[src/design/pus_pkg.sv]
`timescale 1ns / 1ps
// ----------------------------------------------------------------------------
// pus_pkg
// Shared types, step codes and register defaults of the power-up sequencer.
// ----------------------------------------------------------------------------
package pus_pkg;

    // widths
    localparam int unsigned TIME_W   = 32;
    localparam int unsigned DELAY_W  = 16;
    localparam int unsigned STEP_W   = 4;
    localparam int unsigned EN_W     = 8;
    localparam int unsigned CFG_IX_W = 2;
    localparam int unsigned IN_W     = 40;
    localparam int unsigned OUT_W    = 48;

    // power-up step codes
    localparam logic [STEP_W-1:0] STEP_START     = 4'd0;
    localparam logic [STEP_W-1:0] STEP_LIGHT     = 4'd1;
    localparam logic [STEP_W-1:0] STEP_PERIPH    = 4'd2;
    localparam logic [STEP_W-1:0] STEP_HASH      = 4'd3;
    localparam logic [STEP_W-1:0] STEP_PACK      = 4'd4;
    localparam logic [STEP_W-1:0] STEP_PRE_ON    = 4'd5;
    localparam logic [STEP_W-1:0] STEP_MOTOR     = 4'd6;
    localparam logic [STEP_W-1:0] STEP_PRE_OFF   = 4'd7;
    localparam logic [STEP_W-1:0] STEP_SHUTDOWN  = 4'd8;
    localparam logic [STEP_W-1:0] STEP_SWITCH    = 4'd9;

    // enable bit positions
    localparam int unsigned BIT_LIGHT     = 0;
    localparam int unsigned BIT_FRONT     = 1;
    localparam int unsigned BIT_IMU       = 2;
    localparam int unsigned BIT_PACK      = 3;
    localparam int unsigned BIT_PRECHARGE = 4;
    localparam int unsigned BIT_MOTOR     = 5;
    localparam int unsigned BIT_SHUTDOWN  = 6;
    localparam int unsigned BIT_SWITCH    = 7;

    // configuration register indexes
    localparam logic [CFG_IX_W-1:0] CFG_SHORT_DELAY     = 2'd0;
    localparam logic [CFG_IX_W-1:0] CFG_PRECHARGE_DELAY = 2'd1;
    localparam logic [CFG_IX_W-1:0] CFG_SWITCH_DELAY    = 2'd2;

    // configuration reset values
    localparam logic [DELAY_W-1:0] SHORT_DELAY_RST     = 16'd50;
    localparam logic [DELAY_W-1:0] PRECHARGE_DELAY_RST = 16'd2000;
    localparam logic [DELAY_W-1:0] SWITCH_DELAY_RST    = 16'd5000;

    typedef struct packed {
        logic [DELAY_W-1:0] short_delay_ms;
        logic [DELAY_W-1:0] precharge_delay_ms;
        logic [DELAY_W-1:0] switch_delay_ms;
    } t_cfg;

    typedef struct packed {
        logic [STEP_W-1:0] step;
        logic [TIME_W-1:0] entry_time;
        logic              just_entered;
        logic              started;
        logic [EN_W-1:0]   enables;
    } t_seq_state;

    typedef struct packed {
        logic              switch_close;
        logic              switch_cmd_seen;
        logic              pack_precharge;
        logic              pack_negative;
        logic              pack_positive;
        logic              contactor_cmd_seen;
        logic              peer_hash_valid;
        logic              peer_status_seen;
        logic [TIME_W-1:0] time_ms;
    } t_in_item;

    typedef struct packed {
        logic              hash_sync_send;
        logic [EN_W-1:0]   enables;
        logic [TIME_W-1:0] elapsed_ms;
        logic [STEP_W-1:0] state_code;
    } t_result;

endpackage

[src/design/pus_step_logic.sv]
`timescale 1ns / 1ps
// ----------------------------------------------------------------------------
// pus_step_logic
// Per-update decision: entry actions, advance condition and result fields.
// ----------------------------------------------------------------------------
module pus_step_logic (
    input  pus_pkg::t_seq_state i_state,
    input  pus_pkg::t_in_item   i_item,
    input  pus_pkg::t_cfg       i_cfg,
    output pus_pkg::t_seq_state o_state,
    output pus_pkg::t_result    o_result
);

    logic [pus_pkg::TIME_W-1:0] w_entry;
    logic [pus_pkg::TIME_W-1:0] w_elapsed;
    logic                       w_entering;
    logic                       w_short_done;
    logic                       w_pre_done;
    logic                       w_switch_done;
    logic                       w_move;
    logic                       w_hash;
    logic [pus_pkg::EN_W-1:0]   w_en;

    // first update acts as entry into the start step
    assign w_entry    = i_state.started ? i_state.entry_time : i_item.time_ms;
    assign w_entering = i_state.started ? i_state.just_entered : 1'b1;
    assign w_elapsed  = i_item.time_ms - w_entry;

    // unsigned timed thresholds, strictly greater
    assign w_short_done  = w_elapsed > {16'd0, i_cfg.short_delay_ms};
    assign w_pre_done    = w_elapsed > {16'd0, i_cfg.precharge_delay_ms};
    assign w_switch_done = w_elapsed > {16'd0, i_cfg.switch_delay_ms};

    // step actions and advance condition
    always_comb begin
        w_en   = i_state.enables;
        w_move = 1'b0;
        w_hash = 1'b0;
        case (i_state.step)
            pus_pkg::STEP_START: begin
                if (w_entering) begin
                    w_en = i_state.enables & (8'd1 << pus_pkg::BIT_SWITCH);
                end
                w_move = w_short_done;
            end
            pus_pkg::STEP_LIGHT: begin
                if (w_entering) begin
                    w_en[pus_pkg::BIT_LIGHT] = 1'b1;
                end
                w_move = w_short_done;
            end
            pus_pkg::STEP_PERIPH: begin
                if (w_entering) begin
                    w_en[pus_pkg::BIT_FRONT] = 1'b1;
                    w_en[pus_pkg::BIT_IMU]   = 1'b1;
                end
                w_move = w_short_done && i_item.peer_status_seen;
            end
            pus_pkg::STEP_HASH: begin
                w_hash = 1'b1;
                w_move = i_item.peer_status_seen && i_item.peer_hash_valid;
            end
            pus_pkg::STEP_PACK: begin
                if (w_entering) begin
                    w_en[pus_pkg::BIT_PACK] = 1'b1;
                end
                w_move = i_item.contactor_cmd_seen && !i_item.pack_positive
                         && !i_item.pack_negative && !i_item.pack_precharge;
            end
            pus_pkg::STEP_PRE_ON: begin
                if (w_entering) begin
                    w_en[pus_pkg::BIT_PRECHARGE] = 1'b1;
                end
                w_move = w_pre_done;
            end
            pus_pkg::STEP_MOTOR: begin
                if (w_entering) begin
                    w_en[pus_pkg::BIT_MOTOR] = 1'b1;
                end
                w_move = w_short_done;
            end
            pus_pkg::STEP_PRE_OFF: begin
                if (w_entering) begin
                    w_en[pus_pkg::BIT_PRECHARGE] = 1'b0;
                end
                w_move = w_short_done;
            end
            pus_pkg::STEP_SHUTDOWN: begin
                if (w_entering) begin
                    w_en[pus_pkg::BIT_SHUTDOWN] = 1'b1;
                end
                w_move = i_item.contactor_cmd_seen && i_item.pack_positive
                         && i_item.pack_negative && !i_item.pack_precharge;
            end
            pus_pkg::STEP_SWITCH: begin
                // drive low each update unless commanded after the delay
                w_en[pus_pkg::BIT_SWITCH] = w_switch_done && i_item.switch_cmd_seen
                                            && i_item.switch_close;
            end
            default: begin
                w_en = i_state.enables;
            end
        endcase
    end

    // next state
    assign o_state.step         = w_move ? i_state.step + 4'd1 : i_state.step;
    assign o_state.entry_time   = w_move ? i_item.time_ms : w_entry;
    assign o_state.just_entered = w_move;
    assign o_state.started      = 1'b1;
    assign o_state.enables      = w_en;

    // result fields
    assign o_result.state_code     = i_state.step;
    assign o_result.elapsed_ms     = w_elapsed;
    assign o_result.enables        = w_en;
    assign o_result.hash_sync_send = w_hash;

endmodule

[src/design/power_up_sequencer.sv]
`timescale 1ns / 1ps
// ----------------------------------------------------------------------------
// power_up_sequencer
// Low-voltage power-up sequencer with stream input and result channels.
// ----------------------------------------------------------------------------
// Each accepted update yields one result on the result port: the update is
// held in the input register while the step decision works on it, and the
// decision is captured in the result register as the update leaves. A new
// update is taken every cycle while results are taken, since the step state
// is updated by one short decision in the same cycle an update leaves the
// input register. While a result waits, the input register takes one more
// update and then the input stalls until the result transfers. The three
// delay registers are written through the plain write port (index 0 short
// delay, 1 precharge hold, 2 switch delay, index 3 ignored) and should only
// be changed while the block is idle.
module power_up_sequencer (
    input  logic        i_clk,
    input  logic        i_rst_n,
    // config write port
    input  logic        i_cfg_we,
    input  logic [1:0]  i_cfg_index,
    input  logic [15:0] i_cfg_data,
    // update stream
    input  logic        i_s_tvalid,
    output logic        o_s_tready,
    // [31:0] time_ms, [32] peer_status_seen, [33] peer_hash_valid,
    // [34] contactor_cmd_seen, [35] pack_positive, [36] pack_negative,
    // [37] pack_precharge, [38] switch_cmd_seen, [39] switch_close
    input  logic [39:0] i_s_tdata,
    // result stream
    output logic        o_m_tvalid,
    input  logic        i_m_tready,
    // [3:0] state_code, [35:4] elapsed_ms, [36] light_enable,
    // [37] front_ctrl_enable, [38] imu_enable, [39] pack_enable,
    // [40] precharge_enable, [41] motor_ctrl_enable,
    // [42] shutdown_loop_enable, [43] motor_switch_enable,
    // [44] hash_sync_send, [47:45] zero
    output logic [47:0] o_m_tdata
);

    pus_pkg::t_cfg       r_cfg;
    pus_pkg::t_seq_state r_state;
    pus_pkg::t_seq_state n_state;
    pus_pkg::t_in_item   r_item;
    pus_pkg::t_result    n_result;
    pus_pkg::t_result    r_result;
    logic                r_in_valid;
    logic                r_out_valid;
    logic                w_adv;
    logic                w_proc;
    logic                w_take;

    // pipeline handshakes
    assign w_adv      = !r_out_valid || i_m_tready;
    assign w_proc     = r_in_valid && w_adv;
    assign o_s_tready = !r_in_valid || w_adv;
    assign w_take     = i_s_tvalid && o_s_tready;

    // configuration registers
    always_ff @(posedge i_clk) begin
        if (!i_rst_n) begin
            r_cfg.short_delay_ms     <= pus_pkg::SHORT_DELAY_RST;
            r_cfg.precharge_delay_ms <= pus_pkg::PRECHARGE_DELAY_RST;
            r_cfg.switch_delay_ms    <= pus_pkg::SWITCH_DELAY_RST;
        end else if (i_cfg_we) begin
            case (i_cfg_index)
                pus_pkg::CFG_SHORT_DELAY:     r_cfg.short_delay_ms     <= i_cfg_data;
                pus_pkg::CFG_PRECHARGE_DELAY: r_cfg.precharge_delay_ms <= i_cfg_data;
                pus_pkg::CFG_SWITCH_DELAY:    r_cfg.switch_delay_ms    <= i_cfg_data;
                default: r_cfg <= r_cfg;
            endcase
        end
    end

    // input register
    always_ff @(posedge i_clk) begin
        if (!i_rst_n) begin
            r_in_valid <= 1'b0;
        end else if (o_s_tready) begin
            r_in_valid <= i_s_tvalid;
        end
    end

    always_ff @(posedge i_clk) begin
        if (w_take) begin
            r_item <= pus_pkg::t_in_item'(i_s_tdata);
        end
    end

    // step decision
    pus_step_logic u_step (
        .i_state  (r_state),
        .i_item   (r_item),
        .i_cfg    (r_cfg),
        .o_state  (n_state),
        .o_result (n_result)
    );

    // sequencer state
    always_ff @(posedge i_clk) begin
        if (!i_rst_n) begin
            r_state.step         <= pus_pkg::STEP_START;
            r_state.entry_time   <= '0;
            r_state.just_entered <= 1'b1;
            r_state.started      <= 1'b0;
            r_state.enables      <= '0;
        end else if (w_proc) begin
            r_state <= n_state;
        end
    end

    // result register
    always_ff @(posedge i_clk) begin
        if (!i_rst_n) begin
            r_out_valid <= 1'b0;
        end else if (w_adv) begin
            r_out_valid <= r_in_valid;
        end
    end

    always_ff @(posedge i_clk) begin
        if (w_proc) begin
            r_result <= n_result;
        end
    end

    assign o_m_tvalid = r_out_valid;
    assign o_m_tdata  = {3'b000, r_result};

`ifndef SYNTHESIS
    // the step never passes the motor switch step
    a_step_range: assert property (@(posedge i_clk) disable iff (!i_rst_n)
        r_state.step <= pus_pkg::STEP_SWITCH)
        else $error("step code beyond motor switch step");

    // hash sync only reported from the check hash step
    a_hash_step: assert property (@(posedge i_clk) disable iff (!i_rst_n)
        r_out_valid |-> (r_result.hash_sync_send
                         == (r_result.state_code == pus_pkg::STEP_HASH)))
        else $error("hash sync flag does not match reported step");

    // an advance marks the next update as an entry
    a_entry_mark: assert property (@(posedge i_clk) disable iff (!i_rst_n)
        (w_proc && (n_state.step != r_state.step)) |=> r_state.just_entered)
        else $error("step advanced without entry mark");

    // a processed update always leaves the sequencer started
    a_started: assert property (@(posedge i_clk) disable iff (!i_rst_n)
        w_proc |=> r_state.started)
        else $error("sequencer not started after an update");
`endif

endmodule
[config.mk]
export PLATFORM = sky130hd
export DESIGN_NAME = power_up_sequencer
export DESIGN_NICKNAME = d
export VERILOG_FILES = /design/src/design/pus_pkg.sv /design/src/design/pus_step_logic.sv /design/src/design/power_up_sequencer.sv
export SDC_FILE = /design/constraint.sdc
export NUM_CORES = 1
export LEC_CHECK = 0
export ABC_AREA = 1
export BUFFER_PORTS_ARGS = -buffer_cell sky130_fd_sc_hd__buf_2
export CORE_MARGIN = 2
export CORE_UTILIZATION = 45
export DETAILED_ROUTE_END_ITERATION = 10
export HOLD_SLACK_MARGIN = 0.12
export SLEW_MARGIN = 20
export SYNTH_ARGS = -nofsm -noshare
export SYNTH_HDL_FRONTEND = slang
export SYNTH_SLANG_ARGS = --single-unit
[constraint.sdc]
create_clock -name i_clk -period 4.5 [get_ports i_clk]
set_input_delay 0.45 -clock i_clk [delete_from_list [all_inputs] [get_ports i_clk]]
set_output_delay 0.45 -clock i_clk [all_outputs]
set_load 0.05 [all_outputs]
==> metrics.cfg, run 1 <==
[sta]
setup_viol = 0
fin_crit_ps = 4212
slew_viol_final = 0
max_slew_margin_pct = 39.30
clock_skew_ps = 10.73
layout_setup_ws_ps = 288.5
worstMarginPinSlew_ps = 907.6
finalHoldViolations = 0
max_freq_ghz = 0.2374
fin_crit_sh_pct = 93.59
setup_tns_ps = 0

[setup_path]
cp_common_cell = nand2_1
cp_slowest_stage_delay_ps = 410
criticalPathCategory = flip-flop to flip-flop
start_kind = flip-flop
crit_chain = clkinv_1, buf_4, nand2_1, o21ai_1, ha_1, nand2_1, nor2_1, nand2_1, nand2_1, xor2_2, ha_1, a21oi_1, o21ai_0, o21ai_0, o2111ai_1, nand2_1, nand3_1, nand2_2, buf_6, nand4_1, nand3_1, a21oi_1
cpMaxStageDelayCell = ha_1
crit_required_ps = 4800
worstPathArrival_ps = 4510
reg2regPathDepth = 22
r2r_end = r_state[14]$_SDFFE_PN0P_
critPathCaptureType = flip-flop
cp_max_fo = 32
timing.rr.start = r_state[8]$_SDFFE_PN0P_
r2r_slack_ps = 290

[clocking]
clockBufferDepth = 2
clock-sinks = 181
cts_tree = yes
clk_pin_slew_worst_paths_ps = 80
insertion_delay_ps = 450
cts_hold_buf = 0
root_buffer = clkbuf_16
htree_levels = 4
numCtsBuffers = 17

[power]
p_per_area_nw_per_um2 = 404.1
p_leak_nw = 5.997
vdd_drop_max_mv = 0.2333

[yosys]
synthesis.area_sq_um = 10770
synthDominantCellAreaShare_pct = 23.69
ys_seq_area_share_pct = 41.53
synth_area_leaders = edfxtp_1 24%, dfxtp_1 18%, nand2_1 14%
synthCells = 1442
async_flop_share_pct = 0
synth_ff_type = dfxtp_1
synth_top_area_cell = edfxtp_1
ys_ff_latch = 181
yosysWarnings = 0
synth-edff-count = 85
yosysUniqueCellTypes = 40
syn_avg_cell_area_sq_um = 7.472

[job]
maxCapViolCount = 0

[placed_design]
portBuffers = 109
dp_cells = 1845
dpl_worst_slack_ps = 0.5413
dpl.hpwl_um = 20740
placed_area_sq_um = 11660
gp_congestion = 0.8929

[drt]
wl_met1_um = 12930
dr_wl_met2_um = 13440
drcViolationCount = 0
drtIter0Drc = 572
drtAntennaViolNets = 0
first_pass_iters = 6
top_layer = met4
viasPerCell = 5.023
wl_per_cell_um = 14.95
route.final.wire_length_um = 28070
wl_met3_um = 1281
num_vias = 9434

[final_layout]
drive_above_1_share_pct = 14.30
finalNonFillerCells = 1878
fin_util_pct = 52.93
final_area_sq_um = 12420
diodes = 0
syn_to_final_growth_pct = 15.31
nNetsFinal = 1694

[global_route]
overflow = 0
grt_usage_pct = 22.43
grt_pass1_vias = 8692
grt_start_max_net_pins = 53
grt_pass1_wl_um = 45110
antenna_found_initial = 0

[floorplanning]
io_pins = 113
die_w_um = 158.7
start_util_pct = 45.90
die_area_sq_um = 25200
rows = 56
die_h_um = 158.7
fp.coreArea_sq_um = 23470

[run_status]
run_status = finished clean

[hold_path]
whs_endpoint = r_item[25]$_DFFE_PP_
min_delay_path_depth = 1
min_from = i_s_tdata[25]
hp-class = input pin to flip-flop

-- routing by layer --
layer / GRT usage, % / vias to the layer above
li1: - / 4882
met1: 29.14 / 4291
met2: 38.86 / 227
met3: 3.710 / 34
met4: 5.630 / 0
met5: 0 / -
-- worst max path at each step --
stage | from | to | slack, ps
after global routing | r_state[8]$_SDFFE_PN0P_ | r_state[40]$_SDFFE_PN0P_ | -10
final | r_state[8]$_SDFFE_PN0P_ | r_state[14]$_SDFFE_PN0P_ | 290
after floorplan | r_state[8]$_SDFFE_PN0P_ | r_state[32]$_SDFFE_PN0P_ | 900
after CTS | r_state[8]$_SDFFE_PN0P_ | r_state[12]$_SDFFE_PN0P_ | 1
after global placement | r_state[8]$_SDFFE_PN0P_ | r_state[17]$_SDFFE_PN0P_ | -50
after detailed placement | r_state[8]$_SDFFE_PN0P_ | r_state[19]$_SDFFE_PN0P_ | 0.5
-- timing repair --
action,in CTS,in global routing
gates resized for setup,5,33
gates cloned,0,0
setup endpoints to repair,33,38
pin swaps,0,1
setup buffers,0,1
-- Yosys cell counts (all sizes together), types with 11 or more instances --
| cell type | count |
|---|---|
| nor2 | 76 |
| nand4 | 44 |
| xor2 | 14 |
| inv | 254 |
| o21ai | 90 |
| nand2 | 407 |
| ha | 84 |
| o211ai | 15 |
| a21oi | 118 |
| nand3 | 74 |
| nor3 | 11 |
| buf | 13 |
| edfxtp | 85 |
| clkbuf | 34 |
| dfxtp | 96 |
-- power breakdown --
| group | leakage (nW) | total, W | internal (W) | switching (W) |
|---|---|---|---|---|
| clock network | 0.294 | 0.00152 | 0.000784 | 0.000732 |
| logic | 4.10 | 0.00160 | 0.000530 | 0.00107 |
| registers | 1.60 | 0.00191 | 0.00186 | 0.0000447 |
| total | 6.00 | 0.00502 | 0.00318 | 0.00184 |
-- layout by cell type (no fill, tap or decap), drive strengths merged, types with 2 or more instances in the layout --
cell type,count
nand3,74
and2,5
clkinv,7
nor2,76
edfxtp,85
o211ai,15
ha,84
inv,262
clkbuf,19
conb,3
nand2,407
o21ai,90
nor3,11
o21a,3
buf,130
dfxtp,96
o21bai,2
nand4,44
a21oi,118
o22ai,3
xor2,14
-- per-stage QoR --
| step | hold WS (ps) | power [W] |
|---|---|---|
| floorplan | 435.3 | 0.003044 |
| global placement | 448.7 | 0.003467 |
| detailed placement | 452.4 | 0.003481 |
| CTS | 161.2 | 0.005011 |
| global route | 157.6 | 0.005323 |
| finish | 172.7 | 0.005020 |
-- sequential cells by signal (all words and copies together) (netlist names) --
| register | cells |
|---|---|
| o_m_tdata | 45 |
| r_in_valid | 1 |
| r_item | 40 |
| r_cfg | 48 |
| o_m_tvalid | 1 |
| r_state | 46 |
-- worst max-delay path, delay by kind of cell, from the launching register on --
kind            cells  cell delay [ps]
buf+inv             3              660
flops               1              370
fa+ha+maj           2              750
xor+xnor            1              340
compound gates      6              730
simple gates       10             1180
-- logic make-up (layout without fill, tap and decap cells) --
| logic type | Yosys count | in the layout | synth area share, % |
|---|---|---|---|
| AND/OR/NAND/NOR | 620 | 620 | 24.62 |
| other | 1 | 3 | 0.03481 |
| buffers and inverters | 303 | 418 | 10.95 |
| adder cells (fa/ha/maj) | 85 | 85 | 9.941 |
| AO/OA/AOI/OAI | 238 | 238 | 11.79 |
| XOR/XNOR | 14 | 14 | 1.138 |
| flip-flops | 181 | 181 | 41.53 |
-- cell type report --
type | instances | area (sq um)
clock inverter | 13 | 132.6
timing repair buffer | 130 | 718.2
fill | 2255 | 11050
tap | 319 | 399.1
multi-input combinational | 960 | 5274
inverter | 256 | 960.9
clock buffer | 19 | 464.2
sequential | 181 | 4474
Power figures use the tool's default switching activity.
==> run 2, diff against run 1 <==
--- a/config.mk
+++ b/config.mk
@@ -6,7 +6,7 @@
 export NUM_CORES = 1
 export LEC_CHECK = 0
 export ABC_AREA = 1
-export BUFFER_PORTS_ARGS = -buffer_cell sky130_fd_sc_hd__buf_2
+export BUFFER_PORTS_ARGS = -buffer_cell sky130_fd_sc_hd__clkbuf_2
 export CORE_MARGIN = 2
 export CORE_UTILIZATION = 45
 export DETAILED_ROUTE_END_ITERATION = 10
==> metrics.cfg, run 2 (synthesis results as in run 1) <==
[run_status]
run_status = finished clean

[sta]
clock_skew_ps = 11.33  ; +0.6012 ps
max_freq_ghz = 0.2391  ; +0.68%
fin_crit_sh_pct = 92.96  ; -0.63 points
fin_crit_ps = 4183  ; -28.47 ps
finalHoldViolations = 0  ; unchanged
max_slew_margin_pct = 38.69  ; -0.61 points
whs_ps = 179.3  ; +6.594 ps
slew_viol_final = 0  ; unchanged
worstMarginPinSlew_ps = 919.7  ; +12.08 ps
grt_setup_unrepaired = yes
setup_viol = 0  ; unchanged

[setup_path]
crit_required_ps = 4870  ; +70 ps
crit_cells = 26  ; +18%
critPathCaptureType = flip-flop
criticalPathCategory = flip-flop to flip-flop
cpMaxStageDelayCell = dfxtp_1
worstPathArrival_ps = 4550  ; +40 ps
start_kind = flip-flop
reg2regPathDepth = 26  ; +18%
cp_common_cell = nand2_1
cp_max_fo = 29  ; -9.4%
cp_slowest_stage_delay_ps = 390  ; -20 ps
crit_family = simple AND/OR/NAND/NOR gates
r2r_slack_ps = 320  ; +30 ps
path_buf_inv = 5  ; +2

[clocking]
cts_tree = yes
htree_levels = 4  ; unchanged
clock-sinks = 181  ; unchanged
cts_hold_buf = 0  ; unchanged
clk_pin_slew_worst_paths_ps = 80  ; about the same
clockBufferDepth = 2  ; unchanged
root_buffer = clkbuf_16
numCtsBuffers = 17  ; unchanged
insertion_delay_ps = 440  ; about the same

[drt]
viasPerCell = 4.995  ; -0.57%
drtAntennaViolNets = 0  ; unchanged
route.final.wire_length_um = 27410  ; -2.3%
num_vias = 9360  ; -0.78%
first_pass_iters = 5  ; -1
wl_per_cell_um = 14.63  ; -2.1%
drtIter0Drc = 431  ; -25%
drcViolationCount = 0  ; unchanged

[final_layout]
diodes = 0  ; unchanged
syn_to_final_growth_pct = 15.65
max_flop_register = r_cfg
layout_commonest_cell = nand2_1
final_cell_mix = 393 x nand2_1, 241 x inv_1, 118 x a21oi_1
nNetsFinal = 1690  ; -0.24%
largest_register_ff_count = 48  ; unchanged
final_area_sq_um = 12460  ; +0.30%
drive_above_1_share_pct = 14.28  ; -0.028 points

[power]
finalPower_w = 0.005013  ; -0.15%
comb_power_share_pct = 32.0  ; +0.2 points
vdd_drop_max_mv = 0.2354  ; +0.89%
clock_power_share_pct = 29.9  ; -0.3 points
power_frac_seq_pct = 38.1  ; about the same
p_per_area_nw_per_um2 = 402.3  ; -0.46%
p_sw_share_pct = 36.98  ; +0.27 points
p_leak_nw = 6.013  ; +0.27%
cellInternalPower_w = 0.003159  ; -0.59%
switching_power_w = 0.001854  ; +0.59%

[floorplanning]
io_pins = 113  ; unchanged
fp.coreArea_sq_um = 23470  ; unchanged
start_util_pct = 45.90  ; unchanged
die_area_sq_um = 25200  ; unchanged
die_w_um = 158.7  ; unchanged
die_h_um = 158.7  ; unchanged
rows = 56  ; unchanged

[global_route]
antenna_found_initial = 0  ; unchanged
grt_pass1_vias = 8999  ; +3.5%
grt_usage_pct = 22.19  ; -0.25 points
grt_pass1_wl_um = 45060  ; about the same
grt_start_max_net_pins = 55  ; +3.8%
overflow = 0  ; unchanged

[placed_design]
placed_area_sq_um = 11660  ; about the same
dpl.hpwl_um = 20890  ; +0.74%
portBuffers = 109  ; unchanged
gp_congestion = 0.9250  ; +3.6%

[hold_path]
hp-class = input pin to flip-flop
min_delay_path_depth = 1  ; unchanged

[job]
maxCapViolCount = 0  ; unchanged

run 2: through the flow:
step / setup TNS [ps] / std cells / utilization [%] / setup slack [ps]
finish: 0 / 1874 / 53.09 / 317.0
global route: -627.1 / 1874 / 53.09 / -63.67
CTS: 0 / 1873 / 52.27 / 1.932
detailed placement: -1500 / 1841 / 49.67 / -85.74
global placement: -2085 / 1841 / 49.67 / -95.42
floorplan: 0 / 1444 / - / 899.0
run 2: worst paths after layout:
kind                                         startpoint                       end
worst max-delay path            r_state[8]$_SDFFE_PN0P_  r_state[44]$_SDFFE_PN0P_
worst min-delay path                      i_s_tdata[14]      r_item[14]$_DFFE_PP_
worst max register to register  r_state[8]$_SDFFE_PN0P_  r_state[44]$_SDFFE_PN0P_
worst min register to register    r_cfg[6]$_SDFFE_PN0P_     r_cfg[6]$_SDFFE_PN0P_
run 2: repair_timing:
item,CTS,global route
setup endpoints to repair,36,39
resized for setup,3,34
pin swaps,0,1
setup buffers,0,1
cloned,0,0
run 2: routing by layer:
metal  routed length [um]  up-vias  global-route usage (%)
met5                    0        -                       0
met1                12560     4217                   28.23
met3                 1134       48                   3.213
met2                13000      207                   38.73
li1                     -     4888                       -
met4                  718        0                   7.173
run 2: power groups by stage:
stage	clock network [W]	logic, W	registers [W]
4_1_cts	0.00154	0.00154	0.00191
3_5_place_dp	0	0.00153	0.00195
5_1_grt	0.00159	0.00181	0.00192
2_1_floorplan	0	0.000977	0.00207
6_report	0.00150	0.00160	0.00191
3_3_place_gp	0	0.00150	0.00195
run 2: area by class of cell:
class	count	area, sq um
well taps	319	399.1
repair buffers	126	713.2
flip-flops and latches	181	4474
inverters	256	960.9
clock buffers	20	456.7
fillers	2271	11010
clock inverters	12	130.1
multi-input cells	960	5326
==> run 3, diff against run 2 <==
--- a/config.mk
+++ b/config.mk
@@ -9,6 +9,7 @@
 export BUFFER_PORTS_ARGS = -buffer_cell sky130_fd_sc_hd__clkbuf_2
 export CORE_MARGIN = 2
 export CORE_UTILIZATION = 45
+export CTS_BUF_LIST = sky130_fd_sc_hd__clkbuf_2 sky130_fd_sc_hd__clkbuf_4 sky130_fd_sc_hd__clkbuf_8
 export DETAILED_ROUTE_END_ITERATION = 10
 export HOLD_SLACK_MARGIN = 0.12
 export SLEW_MARGIN = 20
==> metrics.cfg, run 3 (synthesis results as in run 1) <==
[run_status]
run_status = finished clean

[setup_path]
crit_required_ps = 4850  ; -20 ps
critPathCaptureType = flip-flop
worstPathArrival_ps = 4490  ; -60 ps
crit_chain = clkinv_1, buf_12, or2_2, o21ai_0, inv_1, ha_1, inv_1, nand3_1, nand2_2, nand2_1, nand2_2, xor2_4, ha_1, a21oi_1, o21ai_0, o21ai_0, o2111ai_1, nand2_1, nand3_1, nand2_2, buf_4, nand4_1, nand3_1, a21oi_1
cpMaxStageDelayCell = dfxtp_2
cp_slowest_stage_delay_ps = 370  ; -20 ps
path_buf_inv = 5  ; unchanged
start_kind = flip-flop
criticalPathCategory = flip-flop to flip-flop
cp_max_fo = 29  ; unchanged
crit_family = simple AND/OR/NAND/NOR gates

[power]
p_per_area_nw_per_um2 = 374.5  ; -6.9%
vdd_drop_max_mv = 0.1718  ; -27%
p_leak_nw = 6.005  ; -0.13%
finalPower_w = 0.004669  ; -6.9%

[placed_design]
dpl_worst_slack_ps = -85.74  ; unchanged
gp_congestion = 0.9250  ; unchanged
portBuffers = 109  ; unchanged
dpl.hpwl_um = 20890  ; unchanged

[drt]
num_vias = 9393  ; +0.35%
route.final.wire_length_um = 27590  ; +0.66%
viasPerCell = 4.965  ; -0.60%
drtIter0Drc = 458  ; +6.3%
drcViolationCount = 0  ; unchanged
first_pass_iters = 4  ; -1
wl_per_cell_um = 14.58  ; -0.30%
drtAntennaViolNets = 0  ; unchanged

[global_route]
grt.met1_usage_pct = 28.29  ; +0.059 points
antenna_found_initial = 0  ; unchanged
grt_usage_pct = 22.26  ; +0.075 points
top_usage_layer = met2
grt_start_max_net_pins = 55  ; unchanged
grt_use_met3_pct = 3.501  ; +0.29 points
use_met2_pct = 38.81  ; +0.079 points
grt_pass1_vias = 9023  ; +0.27%
overflow = 0  ; unchanged
grt_pass1_wl_um = 45200  ; +0.29%

[floorplanning]
io_pins = 113  ; unchanged
rows = 56  ; unchanged
die_h_um = 158.7  ; unchanged
die_w_um = 158.7  ; unchanged
start_util_pct = 45.90  ; unchanged
die_area_sq_um = 25200  ; unchanged
fp.coreArea_sq_um = 23470  ; unchanged

[clocking]
cts_tree = yes
clk_pin_slew_worst_paths_ps = 100  ; +20 ps
clockBufferDepth = 2  ; unchanged
clock-sinks = 181  ; unchanged
numCtsBuffers = 17  ; unchanged
insertion_delay_ps = 490  ; +50 ps
htree_levels = 4  ; unchanged
root_buffer = clkbuf_8

[final_layout]
largest_register_ff_count = 48  ; unchanged
syn_to_final_growth_pct = 15.70  ; about the same
final_cell_mix = 394 x nand2_1, 241 x inv_1, 118 x a21oi_1
layout_commonest_cell = nand2_1
nNetsFinal = 1708  ; +1.1%
drive_above_1_share_pct = 14.24  ; -0.036 points
nFillCells = 2273  ; +0.088%
max_flop_register = r_cfg
diodes = 0  ; unchanged

[sta]
max_slew_margin_pct = 38.49  ; -0.20 points
worstMarginPinSlew_ps = 919.8  ; +0.09471 ps
fin_crit_ps = 4136  ; -46.85 ps
setup_viol = 0  ; unchanged
layout_setup_ws_ps = 363.8  ; +46.85 ps
fin_crit_sh_pct = 91.92  ; -1.0 points
setup_tns_ps = 0  ; unchanged
whs_ps = 141.5  ; -37.82 ps
slew_viol_final = 0  ; unchanged
clock_skew_ps = 15.56  ; +4.231 ps
finalHoldViolations = 0  ; unchanged
max_freq_ghz = 0.2418  ; +1.1%

[hold_path]
hp-class = input pin to flip-flop

[job]
maxCapViolCount = 0  ; unchanged

[run 3: changes by cell type in the layout (fill, tap and decap cells not counted), sizes merged]
cell,change
dlygate4sd3,+18
[run 3: routing by layer]
layer  part of all wire [%]  routed length, um
met5                      0                  0
met4                    2.5                690
met3                    3.4                941
met2                     48              13210
met1                     46              12750
[run 3: final cells by class]
class,count,area [sq um],share of cell area (%)
Tap cell,319,399.1,3.202
Multi-Input combinational cell,960,5338,42.82
Clock buffer,20,269.0,2.158
Sequential cell,181,4476,35.90
Timing Repair Buffer,144,893.4,7.167
Clock inverter,12,130.1,1.044
Inverter,256,960.9,7.709
[run 3: where the power goes]
group / total [W] / switching (W) / internal, W
sequential: 0.00191 / 0.0000447 / 0.00186
clock: 0.00114 / 0.000690 / 0.000449
combinational: 0.00162 / 0.00108 / 0.000538
[run 3: timing repair]
| action | in CTS | in global routing |
|---|---|---|
| endpoints found under the setup margin | 36 | 38 |
| pin swaps | 0 | 1 |
| hold buffers | 14 | 4 |
| gates resized for setup | 5 | 35 |
| endpoints found under the hold margin | 14 | 4 |
| buffers inserted | 0 | 1 |
[run 3: final timing paths]
kind / startpoint / end / slack [ps] / depth (start not counted)
hold reg to reg: r_cfg[42]$_SDFFE_PN0P_ / r_cfg[42]$_SDFFE_PN0P_ / 470 / 2
setup / recovery: r_state[8]$_SDFFE_PN0P_ / r_state[37]$_SDFFE_PN0P_ / 360 / 24
hold / removal: i_s_tdata[35] / r_item[35]$_DFFE_PP_ / 140 / 1
setup reg to reg: r_state[8]$_SDFFE_PN0P_ / r_state[37]$_SDFFE_PN0P_ / 360 / 24
[run 3: per-stage QoR]
stage                     cells  util (%)  instance area [sq um]
final                      1892     53.11                  12470
after global routing       1892     53.11                  12470
after CTS                  1887     52.14                  12240
after detailed placement   1841     49.67                  11660
after global placement     1841     49.67                  11660
after floorplan            1444         -                  10780
